`src/rtl/core/vdtm_pkg.sv`:
```
`timescale 1ns / 1ps
// Shared types and constants for the vector distance threshold match core.
// Used by vdtm_ctrl, vdtm_dpath and vector_distance_threshold_match_core.
package vdtm_pkg;

    localparam int SUM_W   = 48;
    localparam int CFG_W   = 48;
    localparam int CNT_W   = 7;
    localparam int TAG_W   = 16;
    localparam int VAL_W   = 16;
    localparam int IDX_W   = 6;

    localparam logic [CNT_W-1:0] VLEN_RST = 7'd64;
    localparam logic [CNT_W-1:0] RCNT_RST = 7'd64;

    typedef enum logic [1:0] {
        REQ_LOAD_REF = 2'd0,
        REQ_LOAD_QRY = 2'd1,
        REQ_COMPARE  = 2'd2
    } t_req_type;

    typedef enum logic [1:0] {
        CFG_EPS  = 2'd0,
        CFG_VLEN = 2'd1,
        CFG_RCNT = 2'd2
    } t_cfg_idx;

    typedef enum logic [1:0] {
        ST_IDLE,
        ST_RUN,
        ST_DRAIN,
        ST_EMIT
    } t_state;

    typedef struct packed {
        logic [1:0]              req_type;
        logic [IDX_W-1:0]        vector_index;
        logic [IDX_W-1:0]        element_index;
        logic signed [VAL_W-1:0] value;
        logic [TAG_W-1:0]        row_tag;
        logic [TAG_W-1:0]        column_base;
    } t_in_req;

    typedef struct packed {
        logic [TAG_W-1:0] result_row;
        logic [TAG_W-1:0] column_index;
        logic             match;
        logic             last;
    } t_out_res;

    typedef struct packed {
        logic             accept;
        logic             start;
        logic             issue;
        logic             emit;
        logic             last;
        logic [CNT_W-1:0] ref_idx;
        logic [CNT_W-1:0] elem_idx;
    } t_vdtm_cmd;

    typedef struct packed {
        logic pipe_busy;
        logic out_free;
    } t_vdtm_sts;

endpackage

```
`src/rtl/core/vdtm_ctrl.sv`:
```
`timescale 1ns / 1ps
// Sequencer for the match core: accepts requests, walks references and elements.
// Depends on vdtm_pkg; drives vdtm_dpath through command and status structs.
module vdtm_ctrl (
    input  logic                           i_clk,
    input  logic                           i_rst_n,
    input  logic                           i_in_valid,
    input  logic [1:0]                     i_req_type,
    input  logic [vdtm_pkg::CNT_W-1:0]     i_ref_cnt,
    input  logic [vdtm_pkg::CNT_W-1:0]     i_vec_len,
    input  vdtm_pkg::t_vdtm_sts            i_sts,
    output vdtm_pkg::t_vdtm_cmd            o_cmd,
    output logic                           o_in_stall
);

    vdtm_pkg::t_state              r_state, n_state;
    logic [vdtm_pkg::CNT_W-1:0]    r_ref, n_ref;
    logic [vdtm_pkg::CNT_W-1:0]    r_elem, n_elem;

    always_ff @(posedge i_clk) begin
        if (!i_rst_n) begin
            r_state <= vdtm_pkg::ST_IDLE;
            r_ref   <= '0;
            r_elem  <= '0;
        end else begin
            r_state <= n_state;
            r_ref   <= n_ref;
            r_elem  <= n_elem;
        end
    end

    always_comb begin
        n_state        = r_state;
        n_ref          = r_ref;
        n_elem         = r_elem;
        o_cmd          = '0;
        o_cmd.ref_idx  = r_ref;
        o_cmd.elem_idx = r_elem;
        o_cmd.last     = ((r_ref + 7'd1) == i_ref_cnt);
        o_in_stall     = 1'b1;
        unique case (r_state)
            vdtm_pkg::ST_IDLE: begin
                o_in_stall = 1'b0;
                if (i_in_valid) begin
                    o_cmd.accept = 1'b1;
                    if (i_req_type == vdtm_pkg::REQ_COMPARE && i_ref_cnt != '0) begin
                        o_cmd.start = 1'b1;
                        n_ref       = '0;
                        n_elem      = '0;
                        n_state     = vdtm_pkg::ST_RUN;
                    end
                end
            end
            vdtm_pkg::ST_RUN: begin
                if (r_elem < i_vec_len) begin
                    o_cmd.issue = 1'b1;
                    n_elem      = r_elem + 7'd1;
                end else begin
                    n_state = vdtm_pkg::ST_DRAIN;
                end
            end
            vdtm_pkg::ST_DRAIN: begin
                if (!i_sts.pipe_busy) begin
                    n_state = vdtm_pkg::ST_EMIT;
                end
            end
            vdtm_pkg::ST_EMIT: begin
                if (i_sts.out_free) begin
                    o_cmd.emit = 1'b1;
                    if (o_cmd.last) begin
                        n_state = vdtm_pkg::ST_IDLE;
                    end else begin
                        n_ref   = r_ref + 7'd1;
                        n_elem  = '0;
                        n_state = vdtm_pkg::ST_RUN;
                    end
                end
            end
            default: begin
                n_state = vdtm_pkg::ST_IDLE;
            end
        endcase
    end

endmodule

```
`config.mk`:
```
export PLATFORM = sky130hd
export DESIGN_NAME = vdtm_ctrl
export DESIGN_NICKNAME = d
export VERILOG_FILES = /design/src/rtl/core/vdtm_pkg.sv /design/src/rtl/core/vdtm_ctrl.sv
export SDC_FILE = /design/constraint.sdc
export NUM_CORES = 1
export LEC_CHECK = 0
export BUFFER_PORTS_ARGS = -buffer_cell sky130_fd_sc_hd__buf_2
export CORE_UTILIZATION = 48
export CTS_BUF_LIST = sky130_fd_sc_hd__clkbuf_4 sky130_fd_sc_hd__clkbuf_8
export DETAILED_ROUTE_END_ITERATION = 16
export HOLD_SLACK_MARGIN = 0.02
export PLACE_DENSITY = 0.79
export SYNTH_ARGS = -nofsm -noshare
export SYNTH_HDL_FRONTEND = slang
export SYNTH_SLANG_ARGS = --single-unit
```
`constraint.sdc`:
```
create_clock -name i_clk -period 2.2 [get_ports i_clk]
set_input_delay 0.22 -clock i_clk [delete_from_list [all_inputs] [get_ports i_clk]]
set_output_delay 0.22 -clock i_clk [all_outputs]
set_load 0.05 [all_outputs]
```
After elaboration in Yosys (flattened, before gate mapping). Index checks and enable logic that the tools add are counted.

Register bits: 16. Latch bits: 0. Memory bits (writable): 0. ROM bits: 0. Bits of input ports: 21. Output and inout port bits: 20. Memories kept: 0.

Add/sub/neg operators: 2. $mul: 0. Div/mod/pow operators: 0. Order comparisons: 1. Eq/ne operators: 12. Shift operators: 0. Muxes and demuxes: 24. Bitwise logic cells: 0. Reductions and logical operators: 8.

Operator list (count): two-way mux 7 bit (7); one-hot mux 7 bit (3 select lines) (1); adder 7 x 1 -> 7 bit (second input constant) (2); two-way mux 2 bit (7); != test 2 bit (second input constant) (7); one-hot mux 7 bit (2 select lines) (1); AND reduction 5 bit (2); one-hot mux 2 bit (4 select lines) (1); equality test 7 bit (1); < comparator 7 bit (1); two-way mux 1 bit (7); nonzero test 7 bit (1); equality test 2 bit (second input constant) (3); AND reduction 6 bit (1); nonzero test 3 bit (1); equality test 2 x 1 -> 1 bit (second input constant) (1); logical NOT 2 bit (1); nonzero test 2 bit (1); logical AND 1 bit (1).

Longest topological paths before layout. Gate-level depths: netlist (run 1).

Depth in word-level cells: 5. Gate-level depth with buffers: 9. Mapped depth without buffers: 9.

Least setup slack after synthesis (run 1). OpenSTA, ideal clock, no wires.

Path kind: register to register. Start point: reg r_ref[0] (netlist name). End point: reg r_elem[6] (netlist name). Arrival time: 2.838 ns. Data required time: 2.078 ns. Setup slack: -0.760 ns. Cell stages (with the launch flop): 8. Buffers on the path: 0. Clock period less this slack: 2.960 ns. Cells stage by stage: dfxtp_1 > ha_1 > nand3_1 > nor4_1 > a31oi_1 > a211oi_4 > a2111oi_4 > a221o_1.

RTL lines: start: declaration (RTL line vdtm_ctrl.sv:17) `logic [vdtm_pkg::CNT_W-1:0] r_ref, n_ref;`; start signal: assignment (RTL line vdtm_ctrl.sv:27) `r_ref <= n_ref;`; end signal: assignment (RTL line vdtm_ctrl.sv:28) `r_elem <= n_elem;`; end: declaration (RTL line vdtm_ctrl.sv:18) `logic [vdtm_pkg::CNT_W-1:0] r_elem, n_elem;`.

Final worst setup path (run 1).
Start point: reg r_elem[1] (netlist name). End point: reg r_elem[5] (netlist name).

Cells in the longest elaborated chain, start to end: 3. Elaborated cells on any way between the ends: 6. Those cells by class: add/sub: 1; order compare: 1; eq/ne: 1; mux: 2; reduce/logical: 1.

Ends and longest elaborated chain (RTL line): adder 7 x 1 -> 7 bit / < comparator 7 bit (equally long branches) (vdtm_ctrl.sv:57, vdtm_ctrl.sv:55); two-way mux 7 bit / != test 2 bit (equally long branches); one-hot mux 7 bit (3 select lines) / AND reduction 6 bit (equally long branches).

Several ways; a longest one is shown, not always the timed one. The select of a mux whose other input is x is not followed. A chain may end at the register's enable or synchronous reset.

==> out/qor.csv, run 1 <==
metric;value;unit
fill_cells;190;
synth_edf_count;0;
multi_input_area;1100;um2
clock.fmax;454;MHz
layout_min_cycle_time;2.20;ns
yosys.area_share.simple;0.253;
slew_viol_final;0;
dr_wl_met2;1.93;mm
yosys-top-cells-count;dfxtp_1, inv_1, nand2_1, ha_1;
holdPathStages;3;
power;0.000817;W
drtAntennaViolNets;0;
netlist.area_leader.share;0.242;
synth_adder_area_share;0.123;
netlist_instances;161;
syn_nets;195;
finClkSkew;0.00215;ns
grt_pass1_wl;5.52;mm
die_h;54.5;um
initial_utilization;0.520;
r2r_start;r_elem[1];
place_congestion;0.805;
cp-end-kind;register;
postSynth.asyncResetShare;0;
yosysTopAreaCell;dfxtp_1;
p_leak;0.874;nW
wl_met3;122;um
overflow;0;
drive_gt1_frac;0.491;
top_layer;met4;
die_x;54.5;um
syn_area_per_cell;8.21;um2
yosysUniqueCellTypes;46;
hold_end;r_ref[4];
violations;setup timing;
vias;1431;
yosys.area_share.xor_xnor;0.0530;
grt_pass1_vias;1346;
cts_buffers;3;
crit_arrival;2.39;ns
grt_use_total;0.264;
drc;0;
ctsHtreeMaxLevel;1;
antenna_found_initial;0;
synth_compound_area_frac;0.240;
cts_hold_buf;0;
r2r-end;r_elem[5];
hold_viol;0;
m1WireLength;1.59;mm
synth-seq-cells;16;
synth_area;1320;um2
rows;18;
min_path_type;in2reg;
cp_max_fo;6;
pre_cts_slack;-0.136;ns
io_pins;41;
wire_per_inst;14.6;um
power_density;415;nW/um2
grt_max_degree;11;
via_per_inst;5.63;
insertion_delay;0.30;ns
status;finished, violations left;
coreArea;2540;um2
routed_wirelength;3.71;mm
yosysWarnings;0;
synthTopCellsByArea;dfxtp_1, ha_1, inv_1, nand2_1, nand3_1;
setup_ws;-0.00244;ns
cp.required;2.39;ns
cap_violations;0;
nNetsFinal;259;
worst_slew_pin_slew;0.452;ns
n_antenna_cell;0;
hold_path_startpoint;i_rst_n;
tritoncts;yes;
cts_max_path_buffers;2;
port_buffers;40;
ys_seq_area_frac;0.242;
cp-start-kind;register;
muxShareOfSynthArea;0.0312;
clock-sinks;16;
synth_flop_cell;dfxtp_1;
cts_root_buf;clkbuf_4;
rsz0062_at_grt;true;
ff2ff_setup_slack;-0.002;ns
die-area;2970;um2
regArea;347;um2
syn_to_final_growth;48.6;%
path_clk_slew;0.10;ns
fin_crit_sh;1.00;
tns;-0.00244;ns
setup_viol;1;
synth_top_family_by_area;simple AND/OR/NAND/NOR gates;
drt_first_pass_iters;4;
max_slew_margin;0.695;
max-vdd-ir-drop;443;uV
hpwl;2.74;mm
drt_iter0_drc;33;
critPathKind;reg2reg;
rr_worst_depth;7;
final cells by class:
class / instances / share of cell area
Timing Repair Buffer: 62 / 0.196
Multi-Input combinational cell: 126 / 0.560
Clock buffer: 4 / 0.0185
Sequential cell: 16 / 0.176
Inverter: 16 / 0.0306
Tap cell: 30 / 0.0191
layout by cell type, fill, tap and decap left out, drive strengths merged, types with 2 or more instances in the layout:
cell / netlist / routed
buf: 1 / 62
inv: 16 / 16
nand2: 16 / 16
dfxtp: 16 / 16
ha: 13 / 13
nor2: 12 / 12
nand3: 10 / 10
a21oi: 7 / 7
and3: 6 / 6
o21ai: 5 / 5
xnor2: 4 / 4
xor2: 4 / 4
a221o: 4 / 4
or2: 4 / 4
clkbuf: 2 / 4
a211oi: 4 / 4
nor3: 4 / 4
nand2b: 3 / 3
o21bai: 3 / 3
mux2i: 3 / 3
or4: 3 / 3
nor2b: 2 / 2
nor4: 2 / 2
a31oi: 2 / 2
where the power goes:
group          switching [W]  leakage (nW)  internal, W
registers         0.00000653         0.137     0.000292
clock network       0.000105        0.0210     0.000101
logic               0.000194         0.716     0.000118
worst max path at each step:
stage                  from        end  depth (start not counted)
2_1_floorplan      r_ref[0]  r_elem[4]                          7
5_1_grt            r_ref[0]  o_cmd[14]                          7
3_3_place_gp   i_vec_len[4]  r_elem[5]                          9
3_5_place_dp   i_vec_len[4]  r_elem[5]                          9
6_report          r_elem[1]  r_elem[5]                          7
4_1_cts           r_elem[4]  r_elem[5]                          7
cells by family after synthesis:
kind of cell,Yosys count
compound gates,37
xor+xnor,8
fa+ha+maj,13
buf+inv,19
flops,16
mux,4
simple gates,64
metal layers:
layer  vias to the layer above  GRT usage
met1                       676      0.290
met4                         0      0.137
met5                         -          0
met2                        39      0.488
met3                         6     0.0333
li1                        710          -
critical path, cell delays in order (launching register included):
cell      delay [ns]
dfxtp_2         0.36
ha_4            0.20
a211oi_2        0.25
nor3_2          0.07
or4_4           0.47
a221oi_4        0.32
nor2_4          0.09
a221o_1         0.33
metrics by stage:
step | area, um2 | util | hold slack (ns) | instances
finish | 1970 | 0.772 | 0.240 | 254
global route | 1970 | 0.772 | 0.251 | 254
detailed placement | 1740 | 0.684 | 0.489 | 246
global placement | 1740 | 0.684 | 0.480 | 246
floorplan | 1390 | - | 0.530 | 161
CTS | 1870 | 0.735 | 0.233 | 252
repair_timing:
action,in CTS,in global routing
pin swaps,12,7
gates resized for setup,11,15
endpoints found under the setup margin,8,11
setup buffers,2,2
state kept, by name (all words and copies together) (netlist names):
name	cells
r_state	2
r_ref	7
r_elem	7
Power figures use the tool's default switching activity.
==> inputs of run 2 (changes only) <==
Settings changed: CORE_MARGIN set to 4, REMOVE_ABC_BUFFERS set to 1.
==> run 2 against run 1 <==
Effect of this change:
- the run still ends with setup timing left
- first-iteration DRC count rose to 2.7 times the previous value
- utilization up 0.79 points
- register-to-register slack about the same
- sequential cell count unchanged
- non-clock buffer count up 7
- combinational power down 4%
- largest power group is now registers
==> out/qor.csv, run 2 (synthesis gave the netlist of run 1 again) <==
metric;value;unit;change
rr_worst_depth;8;;+1
vias;1525;;+6.6%
wire_per_inst;15.8;um;+8.1%
via_per_inst;5.84;;+3.7%
r2r-end;r_elem[6];;
grt_use_total;0.228;;-0.0360
min_path_type;in2reg;;
cp.depth;8;;+1
cp.required;2.38;ns;about the same
worst_hold_slack;0.257;ns;+0.0172 ns
initial_utilization;0.520;;unchanged
syn_to_final_growth;50.1;%;
grt_pass1_wl;6.38;mm;+15%
drive_gt1_frac;0.485;;-0.00622
tns;-0.000453;ns;+0.00199 ns
final_util;0.780;;+0.00787
cp-start-kind;register;;
cap_violations;0;;unchanged
io_pins;41;;unchanged
routed_wirelength;4.12;mm;+11%
path_clk_slew;0.10;ns;about the same
mostFrequentLayoutCells;buf_2, buf_4, nand2_1;;
cp_max_fo;8;;+2
r2r_start;r_ref[2];;
coreArea;2540;um2;unchanged
cts_hold_buf;0;;unchanged
n_antenna_cell;0;;unchanged
max_stage_delay;0.49;ns;+0.02 ns
clock.fmax;454;MHz;about the same
status;finished, violations left;;
cts_buffers;3;;unchanged
port_buffers;40;;unchanged
violations;setup timing;;
grt_max_degree;11;;unchanged
fin_crit_sh;1.00;;about the same
setup_viol;1;;unchanged
die_x;60.5;um;+11%
cts_max_path_buffers;2;;unchanged
cts_root_buf;clkbuf_4;;
regArea;332;um2;-4.3%
slowest_stage;dfxtp_1;;
cp-end-kind;register;;
max-vdd-ir-drop;439;uV;-0.98%
drt_first_pass_iters;6;;+2
ff2ff_setup_slack;-0.0005;ns;about the same
tritoncts;yes;;
antenna_found_initial;0;;unchanged
overflow;0;;unchanged
slew_viol_final;0;;unchanged
die_h;60.5;um;+11%
cp-endpoint;r_elem[6];;
grt_pass1_vias;1537;;+14%
rsz0062_at_grt;true;;
die-area;3660;um2;+23%
power_density;405;nW/um2;-2.4%
place_congestion;0.843;;+4.7%
rows;18;;unchanged
layout_min_cycle_time;2.20;ns;-0.00199 ns
worst_slew_pin_slew;0.381;ns;-0.0704 ns
drtAntennaViolNets;0;;unchanged
hpwl;2.99;mm;+9.1%
drc;0;;unchanged
nNetsFinal;266;;+2.7%
hold_viol;0;;unchanged
clock-sinks;16;;unchanged
ctsHtreeMaxLevel;1;;unchanged
crit_arrival;2.38;ns;about the same
pre_cts_slack;-0.120;ns;+0.0162 ns
finClkSkew;0.00544;ns;+0.00329 ns
layout_commonest_cell;buf_2;;
crit_family;compound AO/OA/AOI/OAI gates;;
worst-path-buf-inv;1;;+1
insertion_delay;0.29;ns;about the same
holdPathStages;3;;unchanged
max_slew_margin;0.743;;+0.0474
multi_input_area;1070;um2;-2.4%
fill_cells;178;;-6.3%
reg_top3;r_elem x7, r_ref x7, r_state x2;;
drt_iter0_drc;90;;+170%
setup_ws;-0.000453;ns;+0.00199 ns
path_cells;and3_4 -> a211oi_1 -> a41oi_1 -> a211oi_4 -> buf_12 -> a221oi_4 -> nor2_4 -> a221o_1;;
p_leak;0.911;nW;+4.3%
critPathKind;reg2reg;;
crit_start;r_ref[2];;
run 2: worst min-delay path by stage:
stage	startpoint	endpoint
after CTS	i_rst_n	r_ref[1]
after global placement	r_state[1]	r_state[1]
final	i_rst_n	r_ref[1]
after floorplan	i_rst_n	r_ref[1]
after global routing	i_rst_n	r_ref[5]
after detailed placement	i_rst_n	r_ref[5]
run 2: stage by stage:
step	instance area [um2]	cells	total power, W
final	1990	261	0.000805
after global routing	1990	261	0.000843
after CTS	1840	254	0.000790
after detailed placement	1720	250	0.000568
after global placement	1720	250	0.000557
after floorplan	1310	158	0.000495
run 2: area by class of cell:
cell class / instances / share of cell area
clock buffer: 4 / 0.0183
sequential: 16 / 0.167
inverter: 16 / 0.0302
tap: 30 / 0.0189
multi-input combinational: 126 / 0.541
timing repair buffer: 69 / 0.225
run 2: metal layers:
| metal | vias up | part of all wire | GRT usage |
|---|---|---|---|
| met3 | 13 | 0.057 | 0.0213 |
| li1 | 727 | - | - |
| met4 | 0 | 0.025 | 0.0898 |
| met5 | - | 0 | 0 |
| met2 | 66 | 0.54 | 0.472 |
| met1 | 719 | 0.38 | 0.228 |
run 2: worst min-delay path, delay by kind of cell:
family / cells / cell delay (ns)
AO/OA/AOI/OAI: 1 / 0.06
buffers and inverters: 1 / 0.16
AND/OR/NAND/NOR: 1 / 0.08
run 2: power breakdown:
group          switching (W)  internal [W]  leakage, nW  total (W)
Clock               0.000101      0.000101       0.0210   0.000201
Combinational       0.000192      0.000107        0.756   0.000300
Sequential        0.00000708      0.000297        0.134   0.000304
run 2: timing repair:
| action | in CTS | in global routing |
|---|---|---|
| endpoints found under the setup margin | 9 | 10 |
| setup buffers | 0 | 7 |
| gates resized for setup | 18 | 20 |
| pin swaps | 11 | 8 |
==> inputs of run 3 (changes only) <==
Settings changed: CORE_UTILIZATION 48 to 55, PLACE_DENSITY 0.79 to 0.85.
Clock period 2.2 ns to 2.8 ns, I/O delays scaled along.
==> run 3 against run 2 <==
Effect of this change:
- clock skew fell by 0.0034 ns
- sequential power fell by 21%
- design area fell by 21%
- non-clock buffer count fell by 28
- largest power group unchanged
- the flow now finishes without violations
- via count fell by 12%
==> out/qor.csv, run 3 (synthesis gave the netlist of run 1 again) <==
metric;value;unit;change
max-vdd-ir-drop;231;uV;-47%
crit_arrival;2.78;ns;+0.40 ns
drive_gt1_frac;0.282;;-0.203
overflow;0;;unchanged
mostFrequentLayoutCells;buf_2, inv_1, nand2_1, dfxtp_1, ha_1;;
fin_crit_sh;0.935;;-0.0648
placed_cell_area;1540;um2;-10%
grt_use_total;0.213;;-0.0148
use_met1;0.229;;+0.00189
reg_top3;r_elem x7, r_ref x7, r_state x2;;
ctsResizeCount;0;;-18
place_congestion;0.793;;-5.9%
multi_input_area;926;um2;-14%
routed_wirelength;3.31;mm;-20%
p_leak;0.748;nW;-18%
worst_slew_pin_slew;0.506;ns;+0.124 ns
drtAntennaViolNets;0;;unchanged
grt_pass1_wl;5.67;mm;-11%
setup_viol;0;;-1
seqPwrFrac;0.433;;+0.056
rows;17;;-1
fill_cells;190;;+6.7%
setup_ws;0.181;ns;+0.181 ns
pre_cts_slack;0.298;ns;+0.418 ns
max_slew_margin;0.663;;-0.0801
regArea;320;um2;-3.4%
drc;0;;unchanged
cts_hold_buf;0;;unchanged
tritoncts;yes;;
drt_iter0_drc;35;;-61%
grt_use_met3;0.0339;;+0.0127
power_density;351;nW/um2;-13%
status;completed;;
nNetsFinal;238;;-11%
hpwl;2.70;mm;-9.8%
grt_use_met2;0.411;;-0.0611
n_antenna_cell;0;;unchanged
initial_utilization;0.587;;+0.0669
grt_pass1_vias;1384;;-10%
busiest_layer;met2;;
grt_max_degree;11;;unchanged
die_h;57.0;um;-5.7%
pwr-share-comb;0.358;;-0.014
die-area;3250;um2;-11%
critPathKind;reg2reg;;
cp-start-kind;register;;
drt_first_pass_iters;4;;-2
die_x;57.0;um;-5.7%
clock-sinks;16;;unchanged
finClkSkew;0.00204;ns;-0.00340 ns
swShare;0.366;;-0.00657
ctsHtreeMaxLevel;1;;unchanged
power_switching;0.000202;W;-33%
rsz0062_at_grt;false;;
cp.required;2.96;ns;+0.58 ns
clkPwrFrac;0.209;;-0.041
cp_max_fo;9;;+1
cap_violations;0;;unchanged
final_area;1570;um2;-21%
p_int;0.000350;W;-31%
cts_max_path_buffers;2;;unchanged
cts_root_buf;clkbuf_4;;
slew_viol_final;0;;unchanged
path_clk_slew;0.09;ns;about the same
cts_buffers;3;;unchanged
via_per_inst;5.81;;-0.51%
io_pins;41;;unchanged
coreArea;2250;um2;-11%
layout_commonest_cell;buf_2;;
antenna_found_initial;0;;unchanged
port_buffers;40;;unchanged
hold_viol;0;;unchanged
wire_per_inst;14.4;um;-9.0%
layout_min_cycle_time;2.62;ns;+0.419 ns
vias;1337;;-12%
syn_to_final_growth;18.8;%;
min_path_type;in2reg;;
insertion_delay;0.27;ns;-0.02 ns
clock.fmax;382;MHz;-16%
cp-end-kind;register;;
run 3: layout make-up:
cell class / instances / area share
Clock buffer: 3 / 0.0143
Inverter: 16 / 0.0382
Sequential cell: 16 / 0.204
Multi-Input combinational cell: 126 / 0.589
Tap cell: 28 / 0.0223
Timing Repair Buffer: 41 / 0.132
run 3: what timing repair did:
item,4_1_cts,5_1_grt
endpoints found under the setup margin,0,1
setup buffers,0,1
endpoints found under the hold margin,0,0
run 3: path summary, 6_finish.rpt:
check	cells past startpoint	from	slack [ns]	end
setup / recovery	9	r_ref[0]	0.18	r_elem[4]
setup reg to reg	9	r_ref[0]	0.18	r_elem[4]
hold reg to reg	2	r_ref[1]	0.52	r_ref[1]
hold / removal	3	i_rst_n	0.35	r_ref[1]
run 3: power groups by stage:
stage          clock (W)  sequential, W  combinational [W]
6_report        0.000115       0.000239           0.000197
4_1_cts         0.000119       0.000239           0.000198
3_5_place_dp           0       0.000244           0.000198
3_3_place_gp           0       0.000243           0.000190
2_1_floorplan          0       0.000246           0.000142
5_1_grt         0.000134       0.000240           0.000218
run 3: metal layers:
layer / part of all wire / wire length (um)
met1: 0.41 / 1340
met2: 0.53 / 1750
met3: 0.055 / 183
met4: 0.0091 / 30
met5: 0 / 0
run 3: metrics by stage:
stage	setup TNS, ns	power, W	instances	hold slack [ns]	utilization
after floorplan	-1.17	0.000389	158	0.419	-
after global placement	0	0.000433	226	0.502	0.684
after detailed placement	0	0.000442	226	0.510	0.684
after CTS	0	0.000556	229	0.342	0.694
after global routing	0	0.000592	230	0.345	0.697
final	0	0.000552	230	0.350	0.697
run 3: worst max-delay path: stages (launching register included):
cell and delay, ns:
dfxtp_1 0.47, ha_1 0.32, and3_2 0.25, a211oi_1 0.05
a41oi_1 0.29, a211oi_4 0.11, buf_4 0.19, a221oi_2 0.37
nor2_4 0.09, a221o_1 0.36
